### config.mk
export PLATFORM = sky130hd
export DESIGN_NAME = date_string_validator_core
export DESIGN_NICKNAME = d
export VERILOG_FILES = /design/src/hdl/dsv_pkg.sv /design/src/hdl/dsv_front.sv /design/src/hdl/dsv_queue.sv /design/src/hdl/dsv_back.sv /design/src/hdl/date_string_validator_core.sv
export SDC_FILE = /design/constraint.sdc
export NUM_CORES = 1
export LEC_CHECK = 0
export BUFFER_PORTS_ARGS = -buffer_cell sky130_fd_sc_hd__buf_2
export CORE_ASPECT_RATIO = 1.4
export CORE_MARGIN = 5
export CORE_UTILIZATION = 40
export DETAILED_ROUTE_END_ITERATION = 6
export PLACE_DENSITY = 0.61
export SLEW_MARGIN = 20
export SYNTH_ARGS = -nofsm -noshare
export SYNTH_HDL_FRONTEND = slang
export SYNTH_HIERARCHICAL = 1
export SYNTH_SLANG_ARGS = --single-unit
### constraint.sdc
create_clock -name i_clk -period 3.73 [get_ports i_clk]
set_input_delay 0.1865 -clock i_clk [delete_from_list [all_inputs] [get_ports i_clk]]
set_output_delay 0.1865 -clock i_clk [all_outputs]
set_load 0.01 [all_outputs]
### src/hdl/dsv_pkg.sv
// ----------------------------------------------------------------------------
// Date string validator package
// Shared constants and the record that passes from the parser to the checker.
// ----------------------------------------------------------------------------
package dsv_pkg;

    localparam int unsigned YEAR_W     = 14;
    localparam int unsigned FIELD_W    = 7;
    localparam int unsigned CHAR_W     = 8;
    localparam int unsigned COUNT_W    = 4;
    localparam int unsigned DIGITS_W   = 3;

    localparam logic [YEAR_W-1:0]  MIN_YEAR_RESET = 14'd1901;
    localparam logic [CHAR_W-1:0]  CHAR_ZERO      = 8'd48;
    localparam logic [CHAR_W-1:0]  CHAR_NINE      = 8'd57;
    localparam logic [CHAR_W-1:0]  CHAR_SLASH     = 8'd47;
    localparam logic [COUNT_W-1:0] COUNT_SAT      = 4'd11;
    localparam logic [COUNT_W-1:0] LEN_MIN        = 4'd8;
    localparam logic [COUNT_W-1:0] LEN_MAX        = 4'd10;

    localparam logic [FIELD_W-1:0] MONTH_FEB = 7'd2;
    localparam logic [FIELD_W-1:0] MONTH_APR = 7'd4;
    localparam logic [FIELD_W-1:0] MONTH_JUN = 7'd6;
    localparam logic [FIELD_W-1:0] MONTH_SEP = 7'd9;
    localparam logic [FIELD_W-1:0] MONTH_NOV = 7'd11;
    localparam logic [FIELD_W-1:0] MONTH_DEC = 7'd12;

    typedef struct packed {
        logic               fmt_ok;
        logic               leap;
        logic [FIELD_W-1:0] day;
        logic [FIELD_W-1:0] month;
        logic [YEAR_W-1:0]  year;
    } t_rec;

endpackage

### src/hdl/dsv_front.sv
// ----------------------------------------------------------------------------
// Date string validator parser
// Takes one character per cycle while i_accept is high, tracks the fields and
// emits a record on the final character of each string.
// ----------------------------------------------------------------------------
module dsv_front (
    input  logic                            i_clk,
    input  logic                            i_rst_n,
    input  logic                            i_accept,
    input  logic [dsv_pkg::CHAR_W-1:0]      i_char_code,
    input  logic                            i_last,
    output logic                            o_push,
    output dsv_pkg::t_rec                   o_rec
);

    typedef enum logic [1:0] {
        PH_DAY,
        PH_MONTH,
        PH_YEAR,
        PH_TRAIL
    } t_phase;

    t_phase                          r_phase,  n_phase;
    logic [dsv_pkg::COUNT_W-1:0]     r_count,  n_count;
    logic [dsv_pkg::DIGITS_W-1:0]    r_digits, n_digits;
    logic [dsv_pkg::FIELD_W-1:0]     r_day,    n_day;
    logic [dsv_pkg::FIELD_W-1:0]     r_month,  n_month;
    logic [dsv_pkg::YEAR_W-1:0]      r_year,   n_year;
    logic                            r_failed, n_failed;
    logic [3:0]                      r_prev,   n_prev;
    logic [1:0]                      r_cent,   n_cent;
    logic                            r_leap,   n_leap;

    logic       is_digit;
    logic [3:0] digit;
    logic [1:0] low_mod4;

    assign is_digit = (i_char_code >= dsv_pkg::CHAR_ZERO) && (i_char_code <= dsv_pkg::CHAR_NINE);
    assign digit    = i_char_code[3:0];
    assign low_mod4 = 2'({r_prev[0], 1'b0} + digit[1:0]);

    always_comb begin
        n_phase  = r_phase;
        n_digits = r_digits;
        n_day    = r_day;
        n_month  = r_month;
        n_year   = r_year;
        n_failed = r_failed;
        n_prev   = r_prev;
        n_cent   = r_cent;
        n_leap   = r_leap;
        n_count  = (r_count < dsv_pkg::COUNT_SAT) ? r_count + 4'd1 : r_count;

        if (!r_failed) begin
            case (r_phase)
                PH_DAY, PH_MONTH: begin
                    if (is_digit) begin
                        if (r_digits >= 3'd2) begin
                            n_failed = 1'b1;
                        end else begin
                            if (r_phase == PH_DAY) begin
                                n_day = 7'(r_day * 7'd10 + 7'(digit));
                            end else begin
                                n_month = 7'(r_month * 7'd10 + 7'(digit));
                            end
                            n_digits = r_digits + 3'd1;
                        end
                    end else if (i_char_code == dsv_pkg::CHAR_SLASH) begin
                        if (r_digits == 3'd0) begin
                            n_failed = 1'b1;
                        end else if (r_phase == PH_DAY) begin
                            if (r_day == 7'd0) begin
                                n_failed = 1'b1;
                            end else begin
                                n_phase  = PH_MONTH;
                                n_digits = 3'd0;
                            end
                        end else begin
                            if (r_month < 7'd1 || r_month > dsv_pkg::MONTH_DEC) begin
                                n_failed = 1'b1;
                            end else begin
                                n_phase  = PH_YEAR;
                                n_digits = 3'd0;
                            end
                        end
                    end else begin
                        n_failed = 1'b1;
                    end
                end
                PH_YEAR: begin
                    if (!is_digit) begin
                        n_failed = 1'b1;
                    end else begin
                        n_year   = 14'(r_year * 14'd10 + 14'(digit));
                        n_digits = r_digits + 3'd1;
                        case (r_digits)
                            3'd0: n_prev = digit;
                            3'd1: n_cent = low_mod4;
                            3'd2: n_prev = digit;
                            3'd3: begin
                                n_phase = PH_TRAIL;
                                if (r_prev == 4'd0 && digit == 4'd0) begin
                                    n_leap = (r_cent == 2'd0);
                                end else begin
                                    n_leap = (low_mod4 == 2'd0);
                                end
                            end
                            default: n_prev = r_prev;
                        endcase
                    end
                end
                default: n_phase = r_phase;
            endcase
        end
    end

    assign o_push       = i_accept && i_last;
    assign o_rec.fmt_ok = !n_failed && (n_phase == PH_TRAIL)
                          && (n_count >= dsv_pkg::LEN_MIN) && (n_count <= dsv_pkg::LEN_MAX);
    assign o_rec.leap   = n_leap;
    assign o_rec.day    = n_day;
    assign o_rec.month  = n_month;
    assign o_rec.year   = n_year;

    always_ff @(posedge i_clk) begin
        if (!i_rst_n || (i_accept && i_last)) begin
            r_phase  <= PH_DAY;
            r_count  <= '0;
            r_digits <= '0;
            r_day    <= '0;
            r_month  <= '0;
            r_year   <= '0;
            r_failed <= 1'b0;
            r_prev   <= '0;
            r_cent   <= '0;
            r_leap   <= 1'b0;
        end else if (i_accept) begin
            r_phase  <= n_phase;
            r_count  <= n_count;
            r_digits <= n_digits;
            r_day    <= n_day;
            r_month  <= n_month;
            r_year   <= n_year;
            r_failed <= n_failed;
            r_prev   <= n_prev;
            r_cent   <= n_cent;
            r_leap   <= n_leap;
        end
    end

endmodule

### src/hdl/dsv_queue.sv
// ----------------------------------------------------------------------------
// Date string validator record queue
// Two-entry queue that lets the parser and the checker stall independently.
// ----------------------------------------------------------------------------
module dsv_queue (
    input  logic           i_clk,
    input  logic           i_rst_n,
    input  logic           i_push,
    input  dsv_pkg::t_rec  i_rec,
    output logic           o_full,
    input  logic           i_pop,
    output logic           o_valid,
    output dsv_pkg::t_rec  o_rec
);

    dsv_pkg::t_rec r_mem [2];
    logic          r_wr_ptr;
    logic          r_rd_ptr;
    logic [1:0]    r_fill;

    assign o_full  = (r_fill == 2'd2);
    assign o_valid = (r_fill != 2'd0);
    assign o_rec   = r_mem[r_rd_ptr];

    always_ff @(posedge i_clk) begin
        if (i_push) begin
            r_mem[r_wr_ptr] <= i_rec;
        end
    end

    always_ff @(posedge i_clk) begin
        if (!i_rst_n) begin
            r_wr_ptr <= 1'b0;
            r_rd_ptr <= 1'b0;
            r_fill   <= 2'd0;
        end else begin
            if (i_push) begin
                r_wr_ptr <= !r_wr_ptr;
            end
            if (i_pop) begin
                r_rd_ptr <= !r_rd_ptr;
            end
            if (i_push && !i_pop) begin
                r_fill <= r_fill + 2'd1;
            end else if (!i_push && i_pop) begin
                r_fill <= r_fill - 2'd1;
            end
        end
    end

endmodule

### src/hdl/dsv_back.sv
// ----------------------------------------------------------------------------
// Date string validator checker
// Checks the format flag, the minimum year and the calendar rules on a parsed
// record and holds the result item in an output register until it is taken.
// ----------------------------------------------------------------------------
module dsv_back (
    input  logic                          i_clk,
    input  logic                          i_rst_n,
    input  logic [dsv_pkg::YEAR_W-1:0]    i_min_year,
    input  logic                          i_rec_valid,
    input  dsv_pkg::t_rec                 i_rec,
    output logic                          o_pop,
    output logic                          o_out_valid,
    input  logic                          i_out_stall,
    output logic                          o_valid_res
);

    logic [dsv_pkg::FIELD_W-1:0] dim;
    logic                        n_res;
    logic                        r_out_valid;
    logic                        r_res;

    always_comb begin
        case (i_rec.month)
            dsv_pkg::MONTH_FEB: dim = i_rec.leap ? 7'd29 : 7'd28;
            dsv_pkg::MONTH_APR,
            dsv_pkg::MONTH_JUN,
            dsv_pkg::MONTH_SEP,
            dsv_pkg::MONTH_NOV: dim = 7'd30;
            default:            dim = 7'd31;
        endcase
    end

    assign n_res = i_rec.fmt_ok
                   && (i_rec.year >= i_min_year)
                   && (i_rec.month >= 7'd1) && (i_rec.month <= dsv_pkg::MONTH_DEC)
                   && (i_rec.day >= 7'd1) && (i_rec.day <= dim);

    assign o_pop       = i_rec_valid && (!r_out_valid || !i_out_stall);
    assign o_out_valid = r_out_valid;
    assign o_valid_res = r_res;

    always_ff @(posedge i_clk) begin
        if (!i_rst_n) begin
            r_out_valid <= 1'b0;
        end else if (!r_out_valid || !i_out_stall) begin
            r_out_valid <= i_rec_valid;
        end
        if (o_pop) begin
            r_res <= n_res;
        end
    end

endmodule

### src/hdl/date_string_validator_core.sv
// ----------------------------------------------------------------------------
// Date string validator core
// Checks day/month/year date strings, one character per item, against the
// Gregorian calendar and a programmable minimum year.
// ----------------------------------------------------------------------------
// Channel   Direction  Handshake                 Payload
// input     in         i_in_valid / o_in_stall   i_char_code, i_last
// result    out        o_out_valid / i_out_stall o_valid_res
// config    in         i_cfg_we                  i_cfg_data (min_year)
//
// One character is taken every cycle while the record queue is not full; the
// parser updates its fields in one step. A result passes from the final
// character of a string via the two-entry record queue and output register.
// Reset is synchronous and sets the minimum year to 1901.
// The input stalls only while the record queue is full.
// ----------------------------------------------------------------------------
module date_string_validator_core (
    input  logic                          i_clk,
    input  logic                          i_rst_n,
    input  logic                          i_in_valid,
    output logic                          o_in_stall,
    input  logic [dsv_pkg::CHAR_W-1:0]    i_char_code,
    input  logic                          i_last,
    output logic                          o_out_valid,
    input  logic                          i_out_stall,
    output logic                          o_valid_res,
    input  logic                          i_cfg_we,
    input  logic [dsv_pkg::YEAR_W-1:0]    i_cfg_data
);

    logic [dsv_pkg::YEAR_W-1:0] r_min_year;
    logic                       accept;
    logic                       push;
    logic                       q_full;
    logic                       q_valid;
    logic                       pop;
    dsv_pkg::t_rec              push_rec;
    dsv_pkg::t_rec              head_rec;

    assign o_in_stall = q_full;
    assign accept     = i_in_valid && !q_full;

    always_ff @(posedge i_clk) begin
        if (!i_rst_n) begin
            r_min_year <= dsv_pkg::MIN_YEAR_RESET;
        end else if (i_cfg_we) begin
            r_min_year <= i_cfg_data;
        end
    end

    dsv_front u_front (
        .i_clk       (i_clk),
        .i_rst_n     (i_rst_n),
        .i_accept    (accept),
        .i_char_code (i_char_code),
        .i_last      (i_last),
        .o_push      (push),
        .o_rec       (push_rec)
    );

    dsv_queue u_queue (
        .i_clk   (i_clk),
        .i_rst_n (i_rst_n),
        .i_push  (push),
        .i_rec   (push_rec),
        .o_full  (q_full),
        .i_pop   (pop),
        .o_valid (q_valid),
        .o_rec   (head_rec)
    );

    dsv_back u_back (
        .i_clk       (i_clk),
        .i_rst_n     (i_rst_n),
        .i_min_year  (r_min_year),
        .i_rec_valid (q_valid),
        .i_rec       (head_rec),
        .o_pop       (pop),
        .o_out_valid (o_out_valid),
        .i_out_stall (i_out_stall),
        .o_valid_res (o_valid_res)
    );

endmodule
Word level (Yosys, flattened, before mapping)
Memories as Yosys holds them, arrays and structs flattened. A register that Yosys moved wholly into a read port is not among the register bits.
Cells that the tools add are included.
- register bits: 65
- latch bits: 0
- RAM bits: 60
- memory bits (read-only): 0
- memories kept: 1
- $add $sub $neg: 8
- multipliers: 3
- div/mod/pow operators: 0
- $lt $le $gt $ge: 13
- eq/ne operators: 19
- shift-type cells: 0
- muxes and demuxes: 56
- bitwise operators: 1
- reduce and logical (&&, ||, !) cells: 43
- memory list (memory ; depth ; bits a word ; rd ports ; clocked after Yosys merged registers in ; write ports ; RTL line ; source):
    u_queue.r_mem ; 2 ; 30 ; 1 ; 1 ; 1 ; dsv_queue.sv:16 ; dsv_pkg::t_rec r_mem [2];
- operator list (cell ; count):
    2-to-1 mux 7 bit ; 10
    2-to-1 mux 14 bit ; 3
    2-to-1 mux 3 bit ; 8
    2-to-1 mux 2 bit ; 11
    2-to-1 mux 1 bit ; 19
    logical AND 1 bit ; 15
    adder 14 x 4 -> 14 bit ; 1
    adder 7 x 4 -> 7 bit ; 2
    equality test 7 x 3 -> 1 bit (second input constant) ; 2
    equality test 7 x 4 -> 1 bit (second input constant) ; 2
    greater-or-equal comparator 14 bit ; 1
    greater-or-equal comparator 7 x 1 -> 1 bit (second input constant) ; 2
    multiplier 14 x 3 -> 13 bit (second input constant) ; 1
    multiplier 7 x 3 -> 6 bit (second input constant) ; 2
    one-hot mux 7 bit (2 select lines) ; 1
    AND reduction 5 bit ; 2
    zero test 1 bit ; 9
    AND reduction 9 bit ; 1
    equality test 8 x 6 -> 1 bit (second input constant) ; 1
    greater-or-equal comparator 8 x 6 -> 1 bit (second input constant) ; 1
    <= comparator 8 x 6 -> 1 bit (second input constant) ; 1
    zero test 4 bit ; 2
    equality test 7 x 2 -> 1 bit (second input constant) ; 1
    > comparator 7 x 4 -> 1 bit (second input constant) ; 1
    other kinds (34) ; 44

Depth between registers and ports, before layout
Gate-level depths: netlist of run 1.
- word-level depth: 13
- depth in mapped cells: 11
- depth with buffers taken out: 10

Modules after synthesis
Netlist of run 1, hierarchy kept.
- modules (own cells, without submodules) (module ; instances ; cells an instance ; area each (um^2) ; sequential area each (um^2)):
    dsv_front ; 1 ; 440 ; 3637.2 ; 900.9
    dsv_queue ; 1 ; 115 ; 2376.0 ; 1901.8
    dsv_back ; 1 ; 75 ; 541.8 ; 50.0
    date_string_validator_core ; 1 ; 46 ; 529.3 ; 280.3

Worst setup path after synthesis of run 1
OpenSTA, ideal clock, no wires.
- kind: register to register
- start point: register u_front/r_year[1] in the netlist's numbering
- end point: memory u_queue/r_mem[0][12] in the netlist's numbering (data pin)
- setup time: 0.269 ns
- arrival time: 2.691 ns
- data required time: 3.461 ns
- slack: 0.770 ns
- cell stages (with the launch flop): 11
- path buffers: 0
- cell sequence: dfxtp_1 -> ha_1 -> ha_1 -> fa_1 -> a211o_1 -> a2111oi_1 -> a211oi_1 -> a31oi_1 -> nor4b_2 -> xnor2_1 -> o21ai_0
- RTL lines (item ; RTL line ; source):
    start, declared ; dsv_front.sv:28 ; logic [dsv_pkg::YEAR_W-1:0] r_year, n_year;
    start signal, assigned ; dsv_front.sv:143 ; r_year <= n_year;
    end, declared ; dsv_queue.sv:16 ;

==> results_dict.tcl, run 1 <==
set metrics [dict create \
    outcome "completed" \
    fin_ws_ns 0.406 \
    r2r_slack_ns 0.41 \
    end_kind "register" \
    fin_crit_sh_pct 89.1 \
    clock_path_buffers 2 \
    p_per_area_mw_per_mm2 493 \
    post-synth-top-count-cell "nand2_1" \
    synth_top_area_share_pct 25.9 \
    grt.busiest_layer "met2" \
    worstPathRequired_ns 3.85 \
    portBuffers 30 \
    async_flop_share_pct 0 \
    dieArea_mm2 0.0205 \
    synth_largest_area_cell "edfxtp_1" \
    clock_latency_ns 0.41 \
    skew_ns 0.00875 \
    routed-via-count 5005 \
    cts_sinks 126 \
    cap_violations 0 \
    synth_cell_type_count 63 \
    synthCells 676 \
    start_util_pct 40.7 \
    use_met3_pct 2.83 \
    placed_area_mm2 0.00747 \
    die_h_um 167 \
    slew_headroom_pct 47.2 \
    cts_root_buf "clkbuf_16" \
    nets 811 \
    wl_mm 14.7 \
    fmax_mhz 301 \
    area_growth_pct 15.6 \
    synth.top_cells.by_area "edfxtp_1 26%, dfxtp_1 18%, ha_1 10%, mux2_2 5.7%, mux2i_1 4.9%" \
    worstHoldStart "i_cfg_data[12]" \
    synth_edf_count 61 \
    yosys_warnings 6 \
    drt_iter0_markers 233 \
    drc 0 \
    worst_r2r_path_depth 10 \
    final_hold_viol_count 0 \
    ant_nets 0 \
    drt-pass1-iter-count 4 \
    fin_util_pct 47.0 \
    startpoint_type "register" \
    cp.arrival_ns 3.44 \
    power.total_mw 4.03 \
    synthFlopType "dfxtp_1" \
    grt_pass1_wl_mm 24.4 \
    fin_hold_ws_ns 0.0392 \
    grt_max_degree 44 \
    instances_no_fill 967 \
    core_area_mm2 0.0174 \
    grt_pass1_vias 5190 \
    critPathMaxFanout 4 \
    yosys-top-cells-count "68 x nand2_1, 65 x dfxtp_1, 61 x edfxtp_1" \
    critPathKind "register to register" \
    dpl_worst_slack_ns 0.418 \
    dp_hpwl_mm 10.9 \
    fin_crit_ns 3.32 \
    cts_resized 0 \
    hp-class "input port to register" \
    antenna_cells 0 \
    gp_congestion 0.874 \
    layout-drive-gt1-share_pct 15.9 \
    tns_ns 0 \
    wl_per_cell_um 15.2 \
    r2r_start "u_front/r_year[1]$_SDFFE_PP0P_" \
    seq_area_frac_synth_pct 44.2 \
    synthesis.area_mm2 0.00708 \
    avgSynthCellArea_um2 10.5 \
    slew_viol_final 0 \
    gr-usage-met1_pct 16.7 \
    setup_viol 0 \
    antenna_found_initial 0 \
    whs_path_depth 3 \
    syn-num-nets 769 \
    min_delay_worst_endpoint "r_min_year[12]$_SDFFE_PN0P_" \
    h-tree-depth 4 \
    vias_per_cell 5.18 \
    rr_endpoint "u_queue/r_mem[1][12]$_DFFE_PP_" \
    cts_tree "yes" \
    postLayoutCellArea_mm2 0.00819 \
    place_inst 927 \
    cts_buffers 17 \
    rsz0062_at_grt "false" \
    num_rows 57 \
    clkTransAtPathRegs_ns 0.06 \
    tightest_slew_ns 0.786 \
    ys_seq_elements 126 \
    leakagePower_nw 3.33 \
    max-vdd-ir-drop_uv 293 \
    grt_overflow_total 0 \
    ios 31 \
    grt_usage_pct 14.9 \
    die_w_um 122 \
    grt.met2_usage_pct 26.8 \
]
-- area by class of cell --
cell class	count	area [µm²]
repair buffers	46	290
multi-input cells	489	3690
fillers	1627	9220
inverters	38	143
clock inverters	10	189
flip-flops and latches	126	3130
clock buffers	22	444
well taps	236	295
-- critical path, stage by stage, from the launching register on --
cell and delay [ns]:
dfxtp_1 0.34, ha_1 0.30, ha_1 0.23, fa_1 0.41, a211o_1 0.36, a2111oi_1 0.50
a211oi_1 0.11, a31oi_1 0.22, nor4b_2 0.28, xnor2_1 0.17, o21ai_0 0.12
-- layer usage --
| metal | share of wire (%) | wire length (µm) | vias to the layer above |
|---|---|---|---|
| li1 | - | - | 2495 |
| met4 | 3.2 | 476 | 0 |
| met1 | 42 | 6140 | 2394 |
| met2 | 52 | 7640 | 87 |
| met3 | 2.9 | 425 | 29 |
| met5 | 0 | 0 | - |
-- cell families (layout without fill, tap and decap cells) --
logic type,Yosys count,count (layout),synth area share [%]
simple gates,204,204,14.5
flops,126,126,44.2
compound gates,106,106,9.17
mux,73,73,11.1
fa+ha+maj,65,65,12.1
buf+inv,61,116,3.80
xor+xnor,41,41,5.07
-- what timing repair did --
action                    CTS  global route
hold endpoints to repair    8             0
buffers inserted            0             0
hold buffers                8             0
-- state kept, by name, indices dropped and copies added (netlist names), 2 cells and up, named ones only --
name / flops
u_front/r_year: 14
u_queue/r_fill: 2
u_queue/r_mem: 60
u_front/r_prev: 4
r_min_year: 14
u_front/r_day: 7
u_front/r_digits: 3
u_front/r_month: 7
u_front/r_cent: 2
u_front/r_count: 4
u_front/r_phase: 2
-- worst max path at each step --
stage                                           endpoint  depth (start not counted)                            from  slack, ns
after floorplan           u_queue/r_mem[0][12]$_DFFE_PP_                         10  u_front/r_year[1]$_SDFFE_PP0P_       0.77
after global placement    u_queue/r_mem[0][12]$_DFFE_PP_                         10  u_front/r_year[1]$_SDFFE_PP0P_       0.56
after detailed placement  u_queue/r_mem[1][12]$_DFFE_PP_                         10  u_front/r_year[1]$_SDFFE_PP0P_       0.42
after CTS                 u_queue/r_mem[0][12]$_DFFE_PP_                         10  u_front/r_year[1]$_SDFFE_PP0P_       0.40
after global routing      u_queue/r_mem[1][12]$_DFFE_PP_                         10  u_front/r_year[1]$_SDFFE_PP0P_       0.19
final                     u_queue/r_mem[1][12]$_DFFE_PP_                         10  u_front/r_year[1]$_SDFFE_PP0P_       0.41
-- where the power goes --
part,switching [mW],internal (mW),total [mW]
clock,0.586,1.19,1.77
sequential,0.0603,1.53,1.59
combinational,0.343,0.327,0.670
total,0.990,3.05,4.03
-- layout by cell type, fill, tap and decap left out, drive strengths merged, types with 3 or more instances in the layout --
cell and n:
nor2b 18, xnor2 23, inv 38, clkinvlp 4, nor3 11, a21oi 37
a21o 6, nor3b 3, buf 38, edfxtp 61, a211oi 8, and2 5
fa 6, nor4 5, xor2 18, o21ai 30, or3 6, and3 5
nor2 50, nand2 68, nand4 4, clkbuf 22, nand3 13, bufinv 5
dfxtp 65, ha 59, mux2 38, dlygate4sd3 8, o21a 3, a211o 4
mux2i 35
No activity file was read; power rests on OpenSTA's default activity.
==> inputs of run 2 (changes only) <==
--- a/config.mk
+++ b/config.mk
@@ -5,12 +5,14 @@
 export SDC_FILE = /design/constraint.sdc
 export NUM_CORES = 1
 export LEC_CHECK = 0
-export BUFFER_PORTS_ARGS = -buffer_cell sky130_fd_sc_hd__buf_2
+export CELL_PAD_IN_SITES_DETAIL_PLACEMENT = 1
+export CELL_PAD_IN_SITES_GLOBAL_PLACEMENT = 2
 export CORE_ASPECT_RATIO = 1.4
 export CORE_MARGIN = 5
 export CORE_UTILIZATION = 40
 export DETAILED_ROUTE_END_ITERATION = 6
-export PLACE_DENSITY = 0.61
+export DONT_BUFFER_PORTS = 1
+export PLACE_DENSITY = 0.81
 export SLEW_MARGIN = 20
 export SYNTH_ARGS = -nofsm -noshare
 export SYNTH_HDL_FRONTEND = slang
==> run 2 against run 1 <==
Critical path depth unchanged. First-iteration DRC count shrank 34%. Fmax is 0.55% lower. Global-route usage increased by 2.6 points. Wire length increased by 15%. Clock skew increased by 0.0038 ns. Sequential share of layout area down 0.093 points. Register-to-register slack lost 0.02 ns. Power decreased by 5.0%. Worst setup slack lost 0.019 ns. Die area did not move. Largest power group is now registers. Highest routed layer unchanged.
==> results_dict.tcl, run 2 (synthesis gave the netlist of run 1 again) <==
set metrics [dict create \
    drt-pass1-iter-count 4 \
    dp_hpwl_mm 11.8 \
    instances_no_fill 962 \
    fin_crit_sh_pct 89.6 \
    grt_usage_pct 17.6 \
    skew_ns 0.0125 \
    cts_sinks 126 \
    worstHoldStart "i_char_code[0]" \
    wl_mm 16.9 \
    leakagePower_nw 3.29 \
    holdBufCountCts 33 \
    final_common_cell "nand2_1" \
    tightest_slew_ns 0.695 \
    worstPathRequired_ns 3.83 \
    hp-class "input port to register" \
    cp_slowest_stage_delay_ns 0.48 \
    cts_root_buf "clkbuf_16" \
    setup_viol 0 \
    dieArea_mm2 0.0205 \
    worst_r2r_path_depth 10 \
    fillers 1973 \
    fin_crit_ns 3.34 \
    cp_top_family "compound AO/OA/AOI/OAI gates" \
    cts_buffers 17 \
    antenna_cells 0 \
    place_inst 897 \
    ant_nets 0 \
    wl_per_cell_um 17.6 \
    h-tree-depth 4 \
    critPathKind "register to register" \
    crit_chain "ha_1 -> ha_1 -> fa_1 -> a211o_1 -> a2111oi_1 -> a211oi_1 -> a31oi_1 -> nor4b_2 -> xnor2_1 -> o21ai_0" \
    final_hold_viol_count 0 \
    postLayoutCellArea_mm2 0.00821 \
    critPathMaxFanout 4 \
    ios 31 \
    outcome "completed" \
    start_util_pct 40.7 \
    timing.critical_path.buf_inv 0 \
    startpoint "u_front/r_year[1]$_SDFFE_PP0P_" \
    r2r_start "u_front/r_year[1]$_SDFFE_PP0P_" \
    placed_area_mm2 0.00732 \
    end_kind "register" \
    die_h_um 167 \
    rsz0062_at_grt "false" \
    top_register "u_queue/r_mem" \
    drt_iter0_markers 154 \
    antenna_found_initial 0 \
    routed-via-count 5073 \
    clock_latency_ns 0.41 \
    cts_tree "yes" \
    portBuffers 0 \
    slew_viol_final 0 \
    num_rows 57 \
    gp_congestion 0.815 \
    grt_pass1_wl_mm 28.5 \
    final_cell_mix "68 x nand2_1, 65 x dfxtp_1, 61 x edfxtp_1" \
    cp.arrival_ns 3.45 \
    die_w_um 122 \
    reg.largest.list "u_queue/r_mem (60), r_min_year (14), u_front/r_year (14)" \
    endpoint "u_queue/r_mem[1][12]$_DFFE_PP_" \
    grt_max_degree 44 \
    drc 0 \
    largest_reg_flops 60 \
    slew_headroom_pct 53.7 \
    clkTransAtPathRegs_ns 0.06 \
    slowest_stage "a2111oi_1" \
    layout-drive-gt1-share_pct 12.0 \
    grt_pass1_vias 5647 \
    p_per_area_mw_per_mm2 467 \
    path_depth 10 \
    clock_path_buffers 2 \
    cts_resized 0 \
    fmax_mhz 299 \
    post-cts-setup-buffers 0 \
    r2r_slack_ns 0.39 \
    max-vdd-ir-drop_uv 281 \
    startpoint_type "register" \
    area_growth_pct 15.8 \
    tns_ns 0 \
    cap_violations 0 \
    grt_overflow_total 0 \
    cpMostUsedCell "ha_1" \
    nets 806 \
    rr_endpoint "u_queue/r_mem[1][12]$_DFFE_PP_" \
    vias_per_cell 5.27 \
    core_area_mm2 0.0174 \
]
==> run 2: changes by cell type in the layout (fill, tap and decap cells not counted), sizes merged <==
cell and delta:
inv +1, dlygate4sd3 +25, bufinv -4, buf -30, clkinvlp -1, clkinv +4
==> run 2: worst min-delay path by stage <==
stage,end,slack (ns),cells past startpoint
detailed placement,r_min_year[0]$_SDFFE_PN1P_,0.26,1
global placement,r_min_year[10]$_SDFFE_PN1P_,0.25,1
floorplan,u_queue/r_wr_ptr$_SDFFE_PN0P_,0.30,1
global route,u_queue/r_mem[1][14]$_DFFE_PP_,0.02,1
finish,u_queue/r_mem[1][14]$_DFFE_PP_,0.03,1
CTS,u_queue/r_mem[1][14]$_DFFE_PP_,0.01,1
==> run 2: metrics by stage <==
| stage | setup slack, ns | util [%] | power (mW) | hold slack (ns) |
|---|---|---|---|---|
| floorplan | 0.770 | - | 2.11 | 0.304 |
| global placement | 0.510 | 42.1 | 2.22 | 0.254 |
| detailed placement | 0.425 | 42.1 | 2.26 | 0.256 |
| CTS | 0.417 | 47.2 | 3.88 | 0.0110 |
| global route | 0.242 | 47.2 | 4.02 | 0.0155 |
| finish | 0.387 | 47.2 | 3.83 | 0.0314 |
==> run 2: area by class of cell <==
cell class / count / area (µm²) / share of cell area, %
multi-input combinational: 489 / 3690 / 45.0
sequential: 126 / 3130 / 38.2
clock buffer: 22 / 464 / 5.66
timing repair buffer: 41 / 390 / 4.76
tap: 236 / 295 / 3.60
inverter: 38 / 143 / 1.74
clock inverter: 10 / 88.8 / 1.08
==> run 2: per-layer routing <==
metal  global-route usage [%]  vias up  routed length (µm)
met4                     5.70        0                 224
met2                     31.5       51                9030
met3                     3.14       11                 393
met5                        0        -                   0
met1                     20.9     2541                7250
li1                         -     2470                   -
==> run 2: report_power, final <==
part / total, mW / leakage, nW / switching, mW / internal (mW)
registers: 1.58 / 1.10 / 0.0489 / 1.53
logic: 0.695 / 1.92 / 0.364 / 0.330
clock network: 1.56 / 0.264 / 0.609 / 0.948
